<file path="src/design/integer_to_text_in_base_defines.svh">
// assertion macros shared by the integer_to_text_in_base design files
// expects i_clk and i_rst_n in the scope of the module that uses them
`ifndef INTEGER_TO_TEXT_IN_BASE_DEFINES_SVH
`define INTEGER_TO_TEXT_IN_BASE_DEFINES_SVH

// same-cycle implication, checked out of reset
`define ITB_ASSERT_IMP(label, ante, cons, msg) \
    label: assert property (@(posedge i_clk) disable iff (!i_rst_n) (ante) |-> (cons)) \
        else $error(msg);

// next-cycle implication, checked out of reset
`define ITB_ASSERT_NXT(label, ante, cons, msg) \
    label: assert property (@(posedge i_clk) disable iff (!i_rst_n) (ante) |=> (cons)) \
        else $error(msg);

`endif

</file>
<file path="src/design/itb_pkg.sv">
// shared types and constants for the integer to text converter
// used by itb_ctrl, itb_dp and the top level; no dependencies
package itb_pkg;

    localparam int DIV_CHUNKS = 8;
    localparam int CHUNK_BITS = 8;

    localparam logic [1:0] ST_OK    = 2'd0;
    localparam logic [1:0] ST_SMALL = 2'd1;
    localparam logic [1:0] ST_BASE  = 2'd2;

    localparam logic [7:0] CH_MINUS = 8'h2d;
    localparam logic [7:0] CH_ZERO  = 8'h30;
    localparam logic [7:0] CH_X     = 8'h78;
    localparam logic [4:0] HEX_BASE = 5'd16;

    typedef enum logic [3:0] {
        S_IDLE,
        S_DIV,
        S_NEXT,
        S_BAD_BASE,
        S_SMALL,
        S_MINUS,
        S_ZERO,
        S_X,
        S_RD,
        S_DIG
    } t_itb_state;

    typedef enum logic [2:0] {
        EM_NONE,
        EM_MINUS,
        EM_ZERO,
        EM_X,
        EM_DIGIT,
        EM_SMALL,
        EM_BASE
    } t_itb_emit;

    typedef struct packed {
        logic      load;
        logic      div_step;
        logic      rd_init;
        logic      rd_issue;
        t_itb_emit emit;
    } t_itb_cmd;

    typedef struct packed {
        logic out_free;
        logic step_last;
        logic div_zero;
        logic count_full;
        logic fits;
        logic neg;
        logic hex;
        logic digits_left;
        logic base_bad;
    } t_itb_stat;

    function automatic logic [7:0] digit_char(input logic [3:0] d);
        logic [7:0] c;
        case (d)
            4'd0:    c = 8'h30;
            4'd1:    c = 8'h31;
            4'd2:    c = 8'h32;
            4'd3:    c = 8'h33;
            4'd4:    c = 8'h34;
            4'd5:    c = 8'h35;
            4'd6:    c = 8'h36;
            4'd7:    c = 8'h37;
            4'd8:    c = 8'h38;
            4'd9:    c = 8'h39;
            4'd10:   c = 8'h61;
            4'd11:   c = 8'h62;
            4'd12:   c = 8'h63;
            4'd13:   c = 8'h64;
            4'd14:   c = 8'h65;
            default: c = 8'h66;
        endcase
        return c;
    endfunction

endpackage

</file>
<file path="src/design/itb_ram.sv">
// generic single-write, single-read RAM with registered read data
// no dependencies
module itb_ram #(
    parameter int WIDTH = 4,
    parameter int DEPTH = 64
) (
    input  logic                                          i_clk,
    input  logic                                          i_we,
    input  logic [((DEPTH > 1) ? $clog2(DEPTH) : 1)-1:0] i_waddr,
    input  logic [WIDTH-1:0]                              i_wdata,
    input  logic                                          i_re,
    input  logic [((DEPTH > 1) ? $clog2(DEPTH) : 1)-1:0] i_raddr,
    output logic [WIDTH-1:0]                              o_rdata
);

    logic [WIDTH-1:0] r_mem [DEPTH];
    logic [WIDTH-1:0] r_rdata;

    always_ff @(posedge i_clk) begin
        if (i_we) begin
            r_mem[i_waddr] <= i_wdata;
        end
        if (i_re) begin
            r_rdata <= r_mem[i_raddr];
        end
    end

    assign o_rdata = r_rdata;

endmodule

</file>
<file path="src/design/itb_ctrl.sv">
// sequencing state machine for the integer to text converter
// depends on itb_pkg and integer_to_text_in_base_defines.svh
`include "integer_to_text_in_base_defines.svh"

module itb_ctrl (
    input  logic              i_clk,
    input  logic              i_rst_n,
    input  logic              i_in_valid,
    output logic              o_in_ready,
    input  itb_pkg::t_itb_stat i_stat,
    output itb_pkg::t_itb_cmd  o_cmd
);
    import itb_pkg::*;

    t_itb_state r_state, n_state;

    always_ff @(posedge i_clk) begin
        if (!i_rst_n) begin
            r_state <= S_IDLE;
        end else begin
            r_state <= n_state;
        end
    end

    always_comb begin
        n_state        = r_state;
        o_in_ready     = 1'b0;
        o_cmd.load     = 1'b0;
        o_cmd.div_step = 1'b0;
        o_cmd.rd_init  = 1'b0;
        o_cmd.rd_issue = 1'b0;
        o_cmd.emit     = EM_NONE;
        case (r_state)
            S_IDLE: begin
                o_in_ready = 1'b1;
                if (i_in_valid) begin
                    o_cmd.load = 1'b1;
                    n_state    = i_stat.base_bad ? S_BAD_BASE : S_DIV;
                end
            end
            S_DIV: begin
                o_cmd.div_step = 1'b1;
                if (i_stat.step_last) begin
                    n_state = S_NEXT;
                end
            end
            S_NEXT: begin
                o_cmd.rd_init = 1'b1;
                if (!i_stat.div_zero && !i_stat.count_full) begin
                    n_state = S_DIV;
                end else if (!i_stat.div_zero || !i_stat.fits) begin
                    n_state = S_SMALL;
                end else if (i_stat.neg) begin
                    n_state = S_MINUS;
                end else if (i_stat.hex) begin
                    n_state = S_ZERO;
                end else begin
                    n_state = S_RD;
                end
            end
            S_BAD_BASE: begin
                if (i_stat.out_free) begin
                    o_cmd.emit = EM_BASE;
                    n_state    = S_IDLE;
                end
            end
            S_SMALL: begin
                if (i_stat.out_free) begin
                    o_cmd.emit = EM_SMALL;
                    n_state    = S_IDLE;
                end
            end
            S_MINUS: begin
                if (i_stat.out_free) begin
                    o_cmd.emit = EM_MINUS;
                    n_state    = i_stat.hex ? S_ZERO : S_RD;
                end
            end
            S_ZERO: begin
                if (i_stat.out_free) begin
                    o_cmd.emit = EM_ZERO;
                    n_state    = S_X;
                end
            end
            S_X: begin
                if (i_stat.out_free) begin
                    o_cmd.emit = EM_X;
                    n_state    = S_RD;
                end
            end
            S_RD: begin
                o_cmd.rd_issue = 1'b1;
                n_state        = S_DIG;
            end
            S_DIG: begin
                if (i_stat.out_free) begin
                    o_cmd.emit = EM_DIGIT;
                    n_state    = i_stat.digits_left ? S_RD : S_IDLE;
                end
            end
            default: begin
                n_state = S_IDLE;
            end
        endcase
    end

    // a stored digit must remain whenever a read is issued
    `ITB_ASSERT_IMP(a_rd_has_digit, r_state == S_RD, i_stat.digits_left,
                    "digit read issued with no digit left")
    // a full digit store ends the division
    `ITB_ASSERT_NXT(a_full_stops_div, (r_state == S_NEXT) && i_stat.count_full,
                    r_state != S_DIV, "division continued past a full digit store")

endmodule

</file>
<file path="src/design/itb_dp.sv">
// datapath: chunked digit division, digit store, text assembly, output register
// depends on itb_pkg, itb_ram and integer_to_text_in_base_defines.svh
`include "integer_to_text_in_base_defines.svh"

module itb_dp #(
    parameter int MAX_CHARS = 64
) (
    input  logic               i_clk,
    input  logic               i_rst_n,
    input  logic signed [63:0] i_number,
    input  logic [4:0]         i_radix,
    input  logic [6:0]         i_room,
    input  itb_pkg::t_itb_cmd  i_cmd,
    output itb_pkg::t_itb_stat o_stat,
    output logic               o_out_valid,
    input  logic               i_out_ready,
    output logic [7:0]         o_out_char,
    output logic [5:0]         o_char_pos,
    output logic               o_is_last,
    output logic [1:0]         o_status,
    output logic [6:0]         o_text_len
);
    import itb_pkg::*;

    localparam int CW = $clog2(MAX_CHARS + 1);
    localparam int AW = (MAX_CHARS > 1) ? $clog2(MAX_CHARS) : 1;
    localparam int PW = (CW + 2 > 7) ? CW + 2 : 7;

    logic [63:0]   r_div, n_div;
    logic [3:0]    r_rem, n_rem;
    logic [4:0]    r_base;
    logic          r_neg;
    logic          r_hex;
    logic [CW-1:0] r_cap;
    logic [CW-1:0] r_count;
    logic [CW-1:0] r_rd_idx;
    logic [2:0]    r_step;
    logic [PW-1:0] r_pos;

    logic          r_out_valid;
    logic [7:0]    r_out_char;
    logic [PW-1:0] r_out_pos;
    logic          r_out_last;
    logic [1:0]    r_out_status;
    logic [PW-1:0] r_out_len;

    logic [63:0]   mag;
    logic [CW-1:0] cap_in;
    logic [PW-1:0] total;
    logic [PW-1:0] pos_inc;
    logic [CW-1:0] rd_prev;
    logic          step_last;
    logic          ram_we;
    logic [3:0]    ram_q;
    logic [CHUNK_BITS-1:0] q_bits;
    logic [4:0]    trial;
    logic [7:0]    em_char;

    assign mag    = i_number[63] ? (~i_number + 64'd1) : i_number;
    assign cap_in = ({1'b0, i_room} > 8'(MAX_CHARS)) ? CW'(MAX_CHARS) : CW'(i_room);
    assign total  = PW'(r_count) + PW'(r_neg) + (r_hex ? PW'(2) : '0);
    assign pos_inc = r_pos + PW'(1);
    assign rd_prev = r_rd_idx - CW'(1);
    assign step_last = (r_step == 3'(DIV_CHUNKS - 1));
    assign ram_we    = i_cmd.div_step && step_last;

    // eight restoring steps per cycle on the top byte of the dividend
    always_comb begin
        n_rem  = r_rem;
        q_bits = '0;
        trial  = '0;
        for (int k = 0; k < CHUNK_BITS; k++) begin
            trial = {n_rem, r_div[63-k]};
            if (trial >= r_base) begin
                trial = trial - r_base;
                q_bits[CHUNK_BITS-1-k] = 1'b1;
            end
            n_rem = trial[3:0];
        end
        n_div = {r_div[63-CHUNK_BITS:0], q_bits};
    end

    itb_ram #(
        .WIDTH (4),
        .DEPTH (MAX_CHARS)
    ) u_digits (
        .i_clk   (i_clk),
        .i_we    (ram_we),
        .i_waddr (r_count[AW-1:0]),
        .i_wdata (n_rem),
        .i_re    (i_cmd.rd_issue),
        .i_raddr (rd_prev[AW-1:0]),
        .o_rdata (ram_q)
    );

    always_ff @(posedge i_clk) begin
        if (!i_rst_n) begin
            r_step  <= '0;
            r_count <= '0;
            r_div   <= '0;
        end else if (i_cmd.load) begin
            r_step  <= '0;
            r_count <= '0;
            r_div   <= mag;
        end else if (i_cmd.div_step) begin
            r_step <= r_step + 3'd1;
            r_div  <= n_div;
            if (step_last) begin
                r_count <= r_count + CW'(1);
            end
        end
    end

    always_ff @(posedge i_clk) begin
        if (i_cmd.load) begin
            r_rem  <= '0;
            r_base <= i_radix;
            r_neg  <= i_number[63];
            r_hex  <= (i_radix == HEX_BASE);
            r_cap  <= cap_in;
            r_pos  <= '0;
        end else begin
            if (i_cmd.div_step) begin
                r_rem <= step_last ? 4'd0 : n_rem;
            end
            if (i_cmd.emit != EM_NONE) begin
                r_pos <= pos_inc;
            end
        end
        if (i_cmd.rd_init) begin
            r_rd_idx <= r_count;
        end else if (i_cmd.rd_issue) begin
            r_rd_idx <= rd_prev;
        end
    end

    always_comb begin
        case (i_cmd.emit)
            EM_MINUS: em_char = CH_MINUS;
            EM_ZERO:  em_char = CH_ZERO;
            EM_X:     em_char = CH_X;
            EM_DIGIT: em_char = digit_char(ram_q);
            default:  em_char = 8'd0;
        endcase
    end

    always_ff @(posedge i_clk) begin
        if (!i_rst_n) begin
            r_out_valid <= 1'b0;
        end else if (i_cmd.emit != EM_NONE) begin
            r_out_valid <= 1'b1;
        end else if (i_out_ready) begin
            r_out_valid <= 1'b0;
        end
    end

    always_ff @(posedge i_clk) begin
        if (i_cmd.emit == EM_SMALL || i_cmd.emit == EM_BASE) begin
            r_out_char   <= 8'd0;
            r_out_pos    <= '0;
            r_out_last   <= 1'b1;
            r_out_status <= (i_cmd.emit == EM_BASE) ? ST_BASE : ST_SMALL;
            r_out_len    <= '0;
        end else if (i_cmd.emit != EM_NONE) begin
            r_out_char   <= em_char;
            r_out_pos    <= r_pos;
            r_out_last   <= (pos_inc == total);
            r_out_status <= ST_OK;
            r_out_len    <= total;
        end
    end

    assign o_stat.out_free    = !r_out_valid || i_out_ready;
    assign o_stat.step_last   = step_last;
    assign o_stat.div_zero    = (r_div == 64'd0);
    assign o_stat.count_full  = (r_count == CW'(MAX_CHARS));
    assign o_stat.fits        = (total <= PW'(r_cap));
    assign o_stat.neg         = r_neg;
    assign o_stat.hex         = r_hex;
    assign o_stat.digits_left = (r_rd_idx != '0);
    assign o_stat.base_bad    = (i_radix == 5'd0) || (i_radix > HEX_BASE);

    assign o_out_valid = r_out_valid;
    assign o_out_char  = r_out_char;
    assign o_char_pos  = r_out_pos[5:0];
    assign o_is_last   = r_out_last;
    assign o_status    = r_out_status;
    assign o_text_len  = r_out_len[6:0];

    // a new beat is never loaded over one that is still waiting
    `ITB_ASSERT_IMP(a_emit_free, i_cmd.emit != EM_NONE, !r_out_valid || i_out_ready,
                    "output register overwritten while stalled")
    // digits never land beyond the store
    `ITB_ASSERT_IMP(a_wr_in_range, ram_we, r_count < CW'(MAX_CHARS),
                    "digit written past the end of the store")
    // the final character of good text sits at length minus one
    `ITB_ASSERT_IMP(a_last_pos, r_out_valid && r_out_last && (r_out_status == ST_OK),
                    r_out_len == r_out_pos + PW'(1), "last character at the wrong position")

endmodule

</file>
<file path="src/design/integer_to_text_in_base.sv">
// integer_to_text_in_base: signed 64-bit integer to ASCII text in base 1 to 16
// ports: one input channel (number, radix, room) and one output channel, one
// beat per character, both valid/ready; a beat moves when valid and ready are high.
// the text is '-' for negative values, "0x" for base 16, then lowercase digits,
// most significant first; is_last marks the final beat of a conversion.
// a base of 0 or above 16 gives one beat with status 2; text longer than
// min(room, MAX_CHARS) gives one beat with status 1; both carry length 0.
// one conversion at a time: in_ready is high only while the block is idle.
// each digit takes a full pass of the divider over the 64-bit dividend (8 bits of the
// dividend per cycle, in S_DIV) plus a check in S_NEXT; all digits are stored before
// the first beat, and each digit beat waits on a digit store read (S_RD).
// a stalled receiver holds the output register and the sequencer waits on it;
// no beat is lost or repeated.
// reset (synchronous, active low) returns to idle and drops out_valid; the digit
// store needs no clearing.
// depends on itb_pkg, itb_ctrl, itb_dp and itb_ram
module integer_to_text_in_base #(
    parameter int MAX_CHARS = 64
) (
    input  logic               i_clk,
    input  logic               i_rst_n,
    input  logic               i_in_valid,
    output logic               o_in_ready,
    input  logic signed [63:0] i_number,
    input  logic [4:0]         i_radix,
    input  logic [6:0]         i_room,
    output logic               o_out_valid,
    input  logic               i_out_ready,
    output logic [7:0]         o_out_char,
    output logic [5:0]         o_char_pos,
    output logic               o_is_last,
    output logic [1:0]         o_status,
    output logic [6:0]         o_text_len
);
    import itb_pkg::*;

    t_itb_cmd  cmd;
    t_itb_stat stat;

    itb_ctrl u_ctrl (
        .i_clk      (i_clk),
        .i_rst_n    (i_rst_n),
        .i_in_valid (i_in_valid),
        .o_in_ready (o_in_ready),
        .i_stat     (stat),
        .o_cmd      (cmd)
    );

    itb_dp #(
        .MAX_CHARS (MAX_CHARS)
    ) u_dp (
        .i_clk       (i_clk),
        .i_rst_n     (i_rst_n),
        .i_number    (i_number),
        .i_radix     (i_radix),
        .i_room      (i_room),
        .i_cmd       (cmd),
        .o_stat      (stat),
        .o_out_valid (o_out_valid),
        .i_out_ready (i_out_ready),
        .o_out_char  (o_out_char),
        .o_char_pos  (o_char_pos),
        .o_is_last   (o_is_last),
        .o_status    (o_status),
        .o_text_len  (o_text_len)
    );

endmodule
</file>
<file path="config.mk">
export PLATFORM = sky130hd
export DESIGN_NAME = integer_to_text_in_base
export DESIGN_NICKNAME = d
export VERILOG_FILES = /design/src/design/itb_pkg.sv /design/src/design/itb_ram.sv /design/src/design/itb_ctrl.sv /design/src/design/itb_dp.sv /design/src/design/integer_to_text_in_base.sv
export VERILOG_INCLUDE_DIRS = /design/src /design/src/design
export SDC_FILE = /design/constraint.sdc
export NUM_CORES = 1
export LEC_CHECK = 0
export ABC_AREA = 1
export BUFFER_PORTS_ARGS = -buffer_cell sky130_fd_sc_hd__buf_2
export CAP_MARGIN = 20
export CORE_MARGIN = 2
export CORE_UTILIZATION = 40
export CTS_CLUSTER_DIAMETER = 60
export DETAILED_ROUTE_END_ITERATION = 10
export GPL_TIMING_DRIVEN = 0
export SYNTH_ARGS = -nofsm -noshare
export SYNTH_HDL_FRONTEND = slang
export SYNTH_SLANG_ARGS = --single-unit
</file>
<file path="constraint.sdc">
create_clock -name i_clk -period 23.3 [get_ports i_clk]
set_clock_uncertainty 0.05 [all_clocks]
set_input_delay 2.33 -clock i_clk [delete_from_list [all_inputs] [get_ports i_clk]]
set_output_delay 2.33 -clock i_clk [all_outputs]
set_load 0.02 [all_outputs]
</file>
==> results of run 1 <==
Yosys cell counts (3+ instances only):
library cell,instances
nand2_1,394
inv_2,14
and2_1,4
or2_2,11
a31oi_1,45
buf_1,9
nor2_2,7
nand3_2,8
nor4_1,7
o221ai_1,29
xnor2_1,12
nor2_1,395
mux2i_1,28
nand3b_1,6
nand4_1,36
a21oi_1,92
o211ai_1,41
clkbuf_1,49
nor3b_1,3
o32ai_1,32
inv_1,217
nor2_4,6
o21bai_1,4
o21ai_0,161
edfxtp_1,283
ha_1,60
buf_2,38
dfxtp_1,113
fa_1,9
a22o_1,3
xor2_1,27
nor3_1,16
nand3_1,151
o22ai_1,14
layout make-up:
| class | instances | area, um2 | share of cell area (%) |
|---|---|---|---|
| clock inverter | 14 | 101.3 | 0.4288 |
| clock buffer | 65 | 1262 | 5.342 |
| inverter | 231 | 867.1 | 3.669 |
| timing repair buffer | 108 | 615.6 | 2.605 |
| sequential | 396 | 10760 | 45.53 |
| antenna | 1 | 2.502 | 0.01059 |
| multi-input combinational | 1627 | 8740 | 36.98 |
| buffer | 99 | 434.2 | 1.837 |
| tap | 680 | 850.8 | 3.600 |
placed cells by master (no fill, tap or decap), types with 28 or more instances in the layout:
master	Yosys	final
nor2_1	395	395
nand3_1	151	151
inv_1	217	217
dfxtp_1	113	113
clkbuf_16	0	46
clkbuf_1	49	64
nand2_1	394	393
nand4_1	36	36
ha_1	60	60
o32ai_1	32	32
mux2i_1	28	28
buf_2	38	142
o221ai_1	29	29
edfxtp_1	283	283
o21ai_0	161	160
a21oi_1	92	92
a31oi_1	45	45
o211ai_1	41	41
metal layers:
metal | track usage, % | vias to the layer above | share of wire (%)
met5 | 0 | - | 0
met3 | 3.549 | 146 | 6.3
met1 | 32.36 | 8579 | 42
met2 | 43.14 | 723 | 47
met4 | 12.26 | 0 | 4.9
li1 | - | 8463 | -
worst register-to-register path, delay by kind of cell, from the launching register on:
kind,cells,cell delay [ps]
buffers and inverters,11,1990
DFF,1,800
AOI/OAI and AO/OA,17,4780
and+or+nand+nor,32,3900
adders and majority gates,8,2530
worst paths after layout:
path | to | slack [ps] | cells past startpoint
max | u_dp.u_digits.r_mem[63][3] | 9050 | 68
min | u_dp.r_rem[3] | 420 | 2
max reg2reg | u_dp.u_digits.r_mem[63][3] | 9050 | 68
min reg2reg | u_dp.r_rem[3] | 420 | 2
state kept, by name (all words and copies together), names as in the netlist:
name and flops:
u_dp.u_digits.r_mem 256, u_dp.r_div 64, u_dp.r_pos 9, u_dp.o_out_char 7
u_dp.r_cap 7, u_dp.r_count 7, u_dp.r_out_len 7, u_dp.r_rd_idx 7
u_dp.r_out_pos 6, u_dp.r_base 5, u_ctrl.r_state 4, u_dp.r_rem 4
u_dp.u_digits.o_rdata 4, u_dp.r_step 3, u_dp.o_status 2, u_dp.o_is_last 1
u_dp.o_out_valid 1, u_dp.r_hex 1, u_dp.r_neg 1
metrics by stage:
step                hold slack (ps)  area (um2)  util, %  cells
floorplan                     380.1       20780        -   2353
global placement              396.3       22150    43.18   3137
detailed placement            409.6       22270    43.41   3141
CTS                           418.7       23630    46.06   3220
global route                  431.3       23630    46.07   3221
finish                        415.9       23630    46.07   3221
cell families (layout without fill, tap and decap cells):
kind of cell	Yosys count	count (layout)
AND/OR/NAND/NOR	1048	1048
AO/OA/AOI/OAI	440	440
flip-flops	396	396
buffers and inverters	330	517
adder cells (fa/ha/maj)	69	69
XOR/XNOR	41	41
multiplexers	28	28
other	1	2
==> results.ini, run 1 <==
[outcome]
outcome = finished, final reports clean

[synth]
syn_nets = 2502
synth.avg_cell_area_um2 = 8.831
yosysTopAreaCell = edfxtp_1
synth-xor-area-share_pct = 1.800
synth_mux_area_share_pct = 1.349
ys_types = 55
synth_flop_cell = edfxtp_1
synth_edf_count = 283
synth_seq_area_share_pct = 51.78
synth_top_family_by_area = simple AND/OR/NAND/NOR gates
synthSimpleGateAreaFrac_pct = 21.39
synthTopCellsByArea = edfxtp_1 (41%), dfxtp_1 (11%), nor2_1 (7.1%), nand2_1 (7.1%), inv_1 (3.9%)
ys_warn_count = 0
netlist_area_mm2 = 0.02078
synth_compound_area_share_pct = 12.92
synth_top_area_share_pct = 40.90
synth_fa_ha_area_share_pct = 4.480
ys_seq_elements = 396
synth_async_sr_flop_share_pct = 0
syn_inst = 2353

[placement]
port_buffers = 104
gp_congestion = 1.004
dp_slack_ps = 9132
hpwlAfterDp_um = 52370

[drt]
drt_first_pass_iters = 5
vias = 17910
drt_iter0_drc = 1522
ant_nets = 0
wire_per_inst_um = 21.58
wl_um = 69510
drc = 0
via_per_inst = 5.561

[setup_path]
r2r-start = u_dp.r_base[1]
crit_path_frequent_cell = nand2_1
cp.required_ps = 23640
cp_slowest_stage_delay_ps = 800
cp-start-kind = register
crit_path_top_delay_cell = edfxtp_1
critical_path_class = register to register
worst_setup_path_end_kind = register
cp.buffers_inverters = 11
crit_fanout = 40
critPathLaunch = u_dp.r_base[1]
path_delay_family = compound AO/OA/AOI/OAI gates
arrival_ps = 14590

[flow_run]
cap_violations = 0

[cts]
cts_root_buf = clkbuf_16
clockBufferDepth = 3
cts_hold_buf = 0
cts.sinks = 396
clk_latency_ps = 590
cts_tree = built
tritoncts.num_buffers = 45
cts-resized-gates = 0
post_cts_buffers = 0
htree_levels = 2
clkTransAtPathRegs_ps = 60

[sta]
setup_slack_ps = 9049
period_share_pct = 61.16
relSlewSlack_pct = 37.14
rsz0062_at_grt = no
hold_viol_final = 0
finalSetupTns_ps = 0
worst_pin_slew_ps = 939.7
setup_viol = 0
fmax_ghz = 0.07017
min_period_ps = 14250
slew_viol_final = 0

[floorplan]
rows = 83
dieArea_mm2 = 0.05379
initial_core_util_pct = 40.51
die_h_um = 231.9
die_width_um = 231.9
core_area_mm2 = 0.05130
io_pins = 106

[final_layout]
area_delta_synth_final_pct = 13.73
nFillCells = 4952
nNetsFinal = 2657
drive_gt1_share_pct = 10.24

[hold_path]
hold_class = register to register
min_from = u_dp.r_rem[3]

[grt]
antenna_found_initial = 1
grt_pass1_vias = 17580
grt_pass1_wl_um = 103500
grt_max_degree = 66
grt_use_total_pct = 25.59
grt_overflow = 0

Power of run 1 is left out: the tool's default activity adds up to more than one toggle a clock period on the data nets, which glitch-free logic cannot reach.
==> run 2, diff against run 1 <==
ABC_AREA = 0   (was 1)
clock period = 12.8 ns   (was 23.3 ns; I/O delays follow)
==> results.ini, run 2 <==
[outcome]
outcome = finished, final reports clean  ; unchanged

[setup_path]
cp.required_ps = 13050  ; was 23,640 ps
crit_path_top_delay_cell = edfxtp_1  ; unchanged
r2r-start = u_dp.r_base[1]  ; unchanged
reg2reg_depth = 47  ; was 68
timing.rr.end = u_dp.u_digits.r_mem[46][2]  ; was u_dp.u_digits.r_mem[63][3]
worst_setup_path_end_kind = register  ; unchanged
r2r_slack_ps = 800  ; was 9050 ps
crit_fanout = 36  ; was 40
arrival_ps = 12250  ; was 14,590 ps
crit_path_frequent_cell = ha_1  ; was nand2_1
critical_path_class = register to register  ; unchanged
critPathLaunch = u_dp.r_base[1]  ; unchanged
cp.buffers_inverters = 5  ; was 11
path_delay_family = compound AO/OA/AOI/OAI gates  ; unchanged
cp-start-kind = register  ; unchanged
cp_slowest_stage_delay_ps = 450  ; was 800 ps

[placement]
dp_cells = 2395  ; was 3,141
gp_congestion = 0.9133  ; was 1.004
hpwlAfterDp_um = 37940  ; was 52,370 um
port_buffers = 103  ; was 104

[cts]
clk_latency_ps = 570  ; was 590 ps
clockBufferDepth = 3  ; unchanged
cts_root_buf = clkbuf_16  ; unchanged
cts.sinks = 396  ; unchanged
clkTransAtPathRegs_ps = 70  ; was 60 ps
tritoncts.num_buffers = 42  ; was 45
htree_levels = 2  ; unchanged
cts_tree = built  ; unchanged

[sta]
relSlewSlack_pct = 31.18  ; was 37.14%
fmax_ghz = 0.08331  ; was 0.07017 GHz
slew_viol_final = 0  ; unchanged
hold_viol_final = 0  ; unchanged
worst_pin_slew_ps = 1029  ; was 939.7 ps
period_share_pct = 93.78  ; was 61.16%
setup_viol = 0  ; unchanged
finalSetupTns_ps = 0  ; unchanged
min_period_ps = 12000  ; was 14,250 ps

[drt]
wire_per_inst_um = 20.88  ; was 21.58 um
wl_met1_um = 22770  ; was 28,890 um
wl_met3_um = 3026  ; was 4403 um
wl_met2_um = 24510  ; was 32,800 um
ant_nets = 0  ; unchanged
dr.max_layer_used = met4  ; unchanged
wl_um = 51650  ; was 69,510 um
via_per_inst = 5.676  ; was 5.561
drt_first_pass_iters = 5  ; unchanged
vias = 14040  ; was 17,910
drc = 0  ; unchanged
drt_iter0_drc = 1292  ; was 1,522

[floorplan]
rows = 81  ; was 83
die_width_um = 226.7  ; was 231.9 um
dieArea_mm2 = 0.05137  ; was 0.05379 mm2
core_area_mm2 = 0.04895  ; was 0.05130 mm2
initial_core_util_pct = 40.51  ; about the same
io_pins = 106  ; unchanged
die_h_um = 226.7  ; was 231.9 um

[final_layout]
largest_reg_flops = 256  ; unchanged
area_delta_synth_final_pct = 15.20  ; was 13.73%
diodes = 0  ; was 1
nFillCells = 4456  ; was 4,952
seq_area_mm2 = 0.01076  ; unchanged
multi_input_area_mm2 = 0.008613  ; was 0.008740 mm2
regMostFlops = u_dp.u_digits.r_mem  ; unchanged
final_common_cell = edfxtp_1  ; was nor2_1
mostFrequentLayoutCells = edfxtp_1 (283), nor2_1 (151), dfxtp_1 (113), nand2_1 (112), buf_2 (110)  ; was nor2_1 (395), nand2_1 (393), edfxtp_1 (283), inv_1 (217), o21ai_0 (160)
reg.largest.list = u_dp.u_digits.r_mem: 256 flops, u_dp.r_div: 64 flops, u_dp.r_pos: 9 flops  ; unchanged
stdcell_count = 2474  ; was 3,221
nNetsFinal = 1930  ; was 2,657
drive_gt1_share_pct = 17.18  ; was 10.24%

[synth]
syn_nets = 1769  ; was 2,502
synth_edf_count = 283  ; unchanged
synth_async_sr_flop_share_pct = 0  ; unchanged
ys_types = 81  ; was 55
synth_flop_cell = edfxtp_1  ; unchanged
synth_seq_area_share_pct = 54.27  ; was 51.78%
synth_common_cells = edfxtp_1 (283), nor2_1 (151), dfxtp_1 (113)  ; was nor2_1 (395), nand2_1 (394), edfxtp_1 (283)
synth.most_common_cell = edfxtp_1  ; was nor2_1
ys_warn_count = 0  ; unchanged
ys_seq_elements = 396  ; unchanged
synthTopCellsByArea = edfxtp_1 (43%), dfxtp_1 (11%), mux4_2 (9.1%), ha_1 (3.8%), nor2_1 (2.9%)  ; was edfxtp_1 (41%), dfxtp_1 (11%), nor2_1 (7.1%), nand2_1 (7.1%), inv_1 (3.9%)
synth_top_area_share_pct = 42.86  ; was 40.90%
syn_inst = 1620  ; was 2,353
yosysTopAreaCell = edfxtp_1  ; unchanged
netlist_area_mm2 = 0.01983  ; was 0.02078 mm2
synth.avg_cell_area_um2 = 12.24  ; was 8.831 um2

[grt]
grt_pass1_wl_um = 79920  ; was 103,500 um
grt_use_total_pct = 20.37  ; was 25.59%
grt_max_degree = 37  ; was 66
grt_pass1_vias = 13680  ; was 17,580
grt_overflow = 0  ; unchanged
antenna_found_initial = 1  ; unchanged

[hold_path]
worstHoldEndpoint = u_dp.r_out_pos[2]  ; was u_dp.r_rem[3]
hold_class = register to register  ; unchanged
whs_path_depth = 2  ; unchanged
min_from = u_dp.r_out_pos[2]  ; was u_dp.r_rem[3]

[flow_run]
cap_violations = 0  ; unchanged

==> run 2: changes by cell type after synthesis, moves of 80 or more <==
cell,change
o21ai_0,-114
nand3_1,-126
inv_1,-168
nor2_1,-244
mux4_2,+80
nand2_1,-282
==> run 2: cell type report <==
| type | instances | area share (%) |
|---|---|---|
| sequential | 396 | 47.11 |
| multi-input combinational | 1087 | 37.71 |
| clock buffer | 52 | 4.897 |
| inverter | 51 | 0.8380 |
| timing repair buffer | 117 | 3.319 |
| clock inverter | 21 | 1.002 |
| buffer | 86 | 1.495 |
| tap | 664 | 3.637 |
==> run 2: worst max path at each step <==
stage / end / slack [ps] / cells past startpoint
after floorplan: u_dp.u_digits.r_mem[0][0] / 50 / 45
after global placement: u_dp.u_digits.r_mem[51][0] / -4420 / 46
after detailed placement: u_dp.u_digits.r_mem[51][1] / -1560 / 47
after CTS: u_dp.u_digits.r_mem[45][0] / 150 / 48
after global routing: u_dp.u_digits.r_mem[33][2] / -20 / 47
final: u_dp.u_digits.r_mem[46][2] / 800 / 47
==> run 2: kinds of logic (layout without fill, tap and decap cells) <==
family / Yosys count / count (layout) / synth area share, %
AND/OR/NAND/NOR: 461 / 461 / 11.47
XOR/XNOR: 102 / 102 / 4.613
multiplexers: 113 / 113 / 10.85
other: 1 / 1 / 0.01891
buffers and inverters: 137 / 327 / 2.688
AO/OA/AOI/OAI: 341 / 341 / 11.40
adder cells (fa/ha/maj): 69 / 69 / 4.695
flip-flops: 396 / 396 / 54.27
==> run 2: timing repair <==
action                                  CTS  global route
buffers inserted                          2             3
pin swaps                                 0             1
endpoints found under the setup margin  261           260
resized for setup                         4             5
hold buffers                              0             0
==> run 2: worst reg2reg max path: cells and delay by family (launching register included) <==
family | cells | cell delay [ps]
compound gates | 23 | 4660
fa+ha+maj | 8 | 2220
buf+inv | 5 | 930
flops | 1 | 450
mux | 6 | 2380
simple gates | 5 | 1000
==> run 2: layer usage <==
metal / GRT usage, % / vias up
met5: 0 / -
met4: 5.581 / 0
met3: 3.227 / 89
met2: 33.95 / 507
met1: 27.60 / 6913
li1: - / 6534
==> run 2: per-stage QoR <==
step	util, %	cell area, um2	setup WS, ps	hold WS (ps)
floorplan	-	19830	52.89	390.0
global placement	43.27	21180	-4419	395.5
detailed placement	43.73	21400	-1557	397.6
CTS	46.54	22780	149.7	407.3
global route	46.67	22840	-20.95	438.9
finish	46.67	22840	796.5	403.5
Power of run 2 is left out for the same reason.
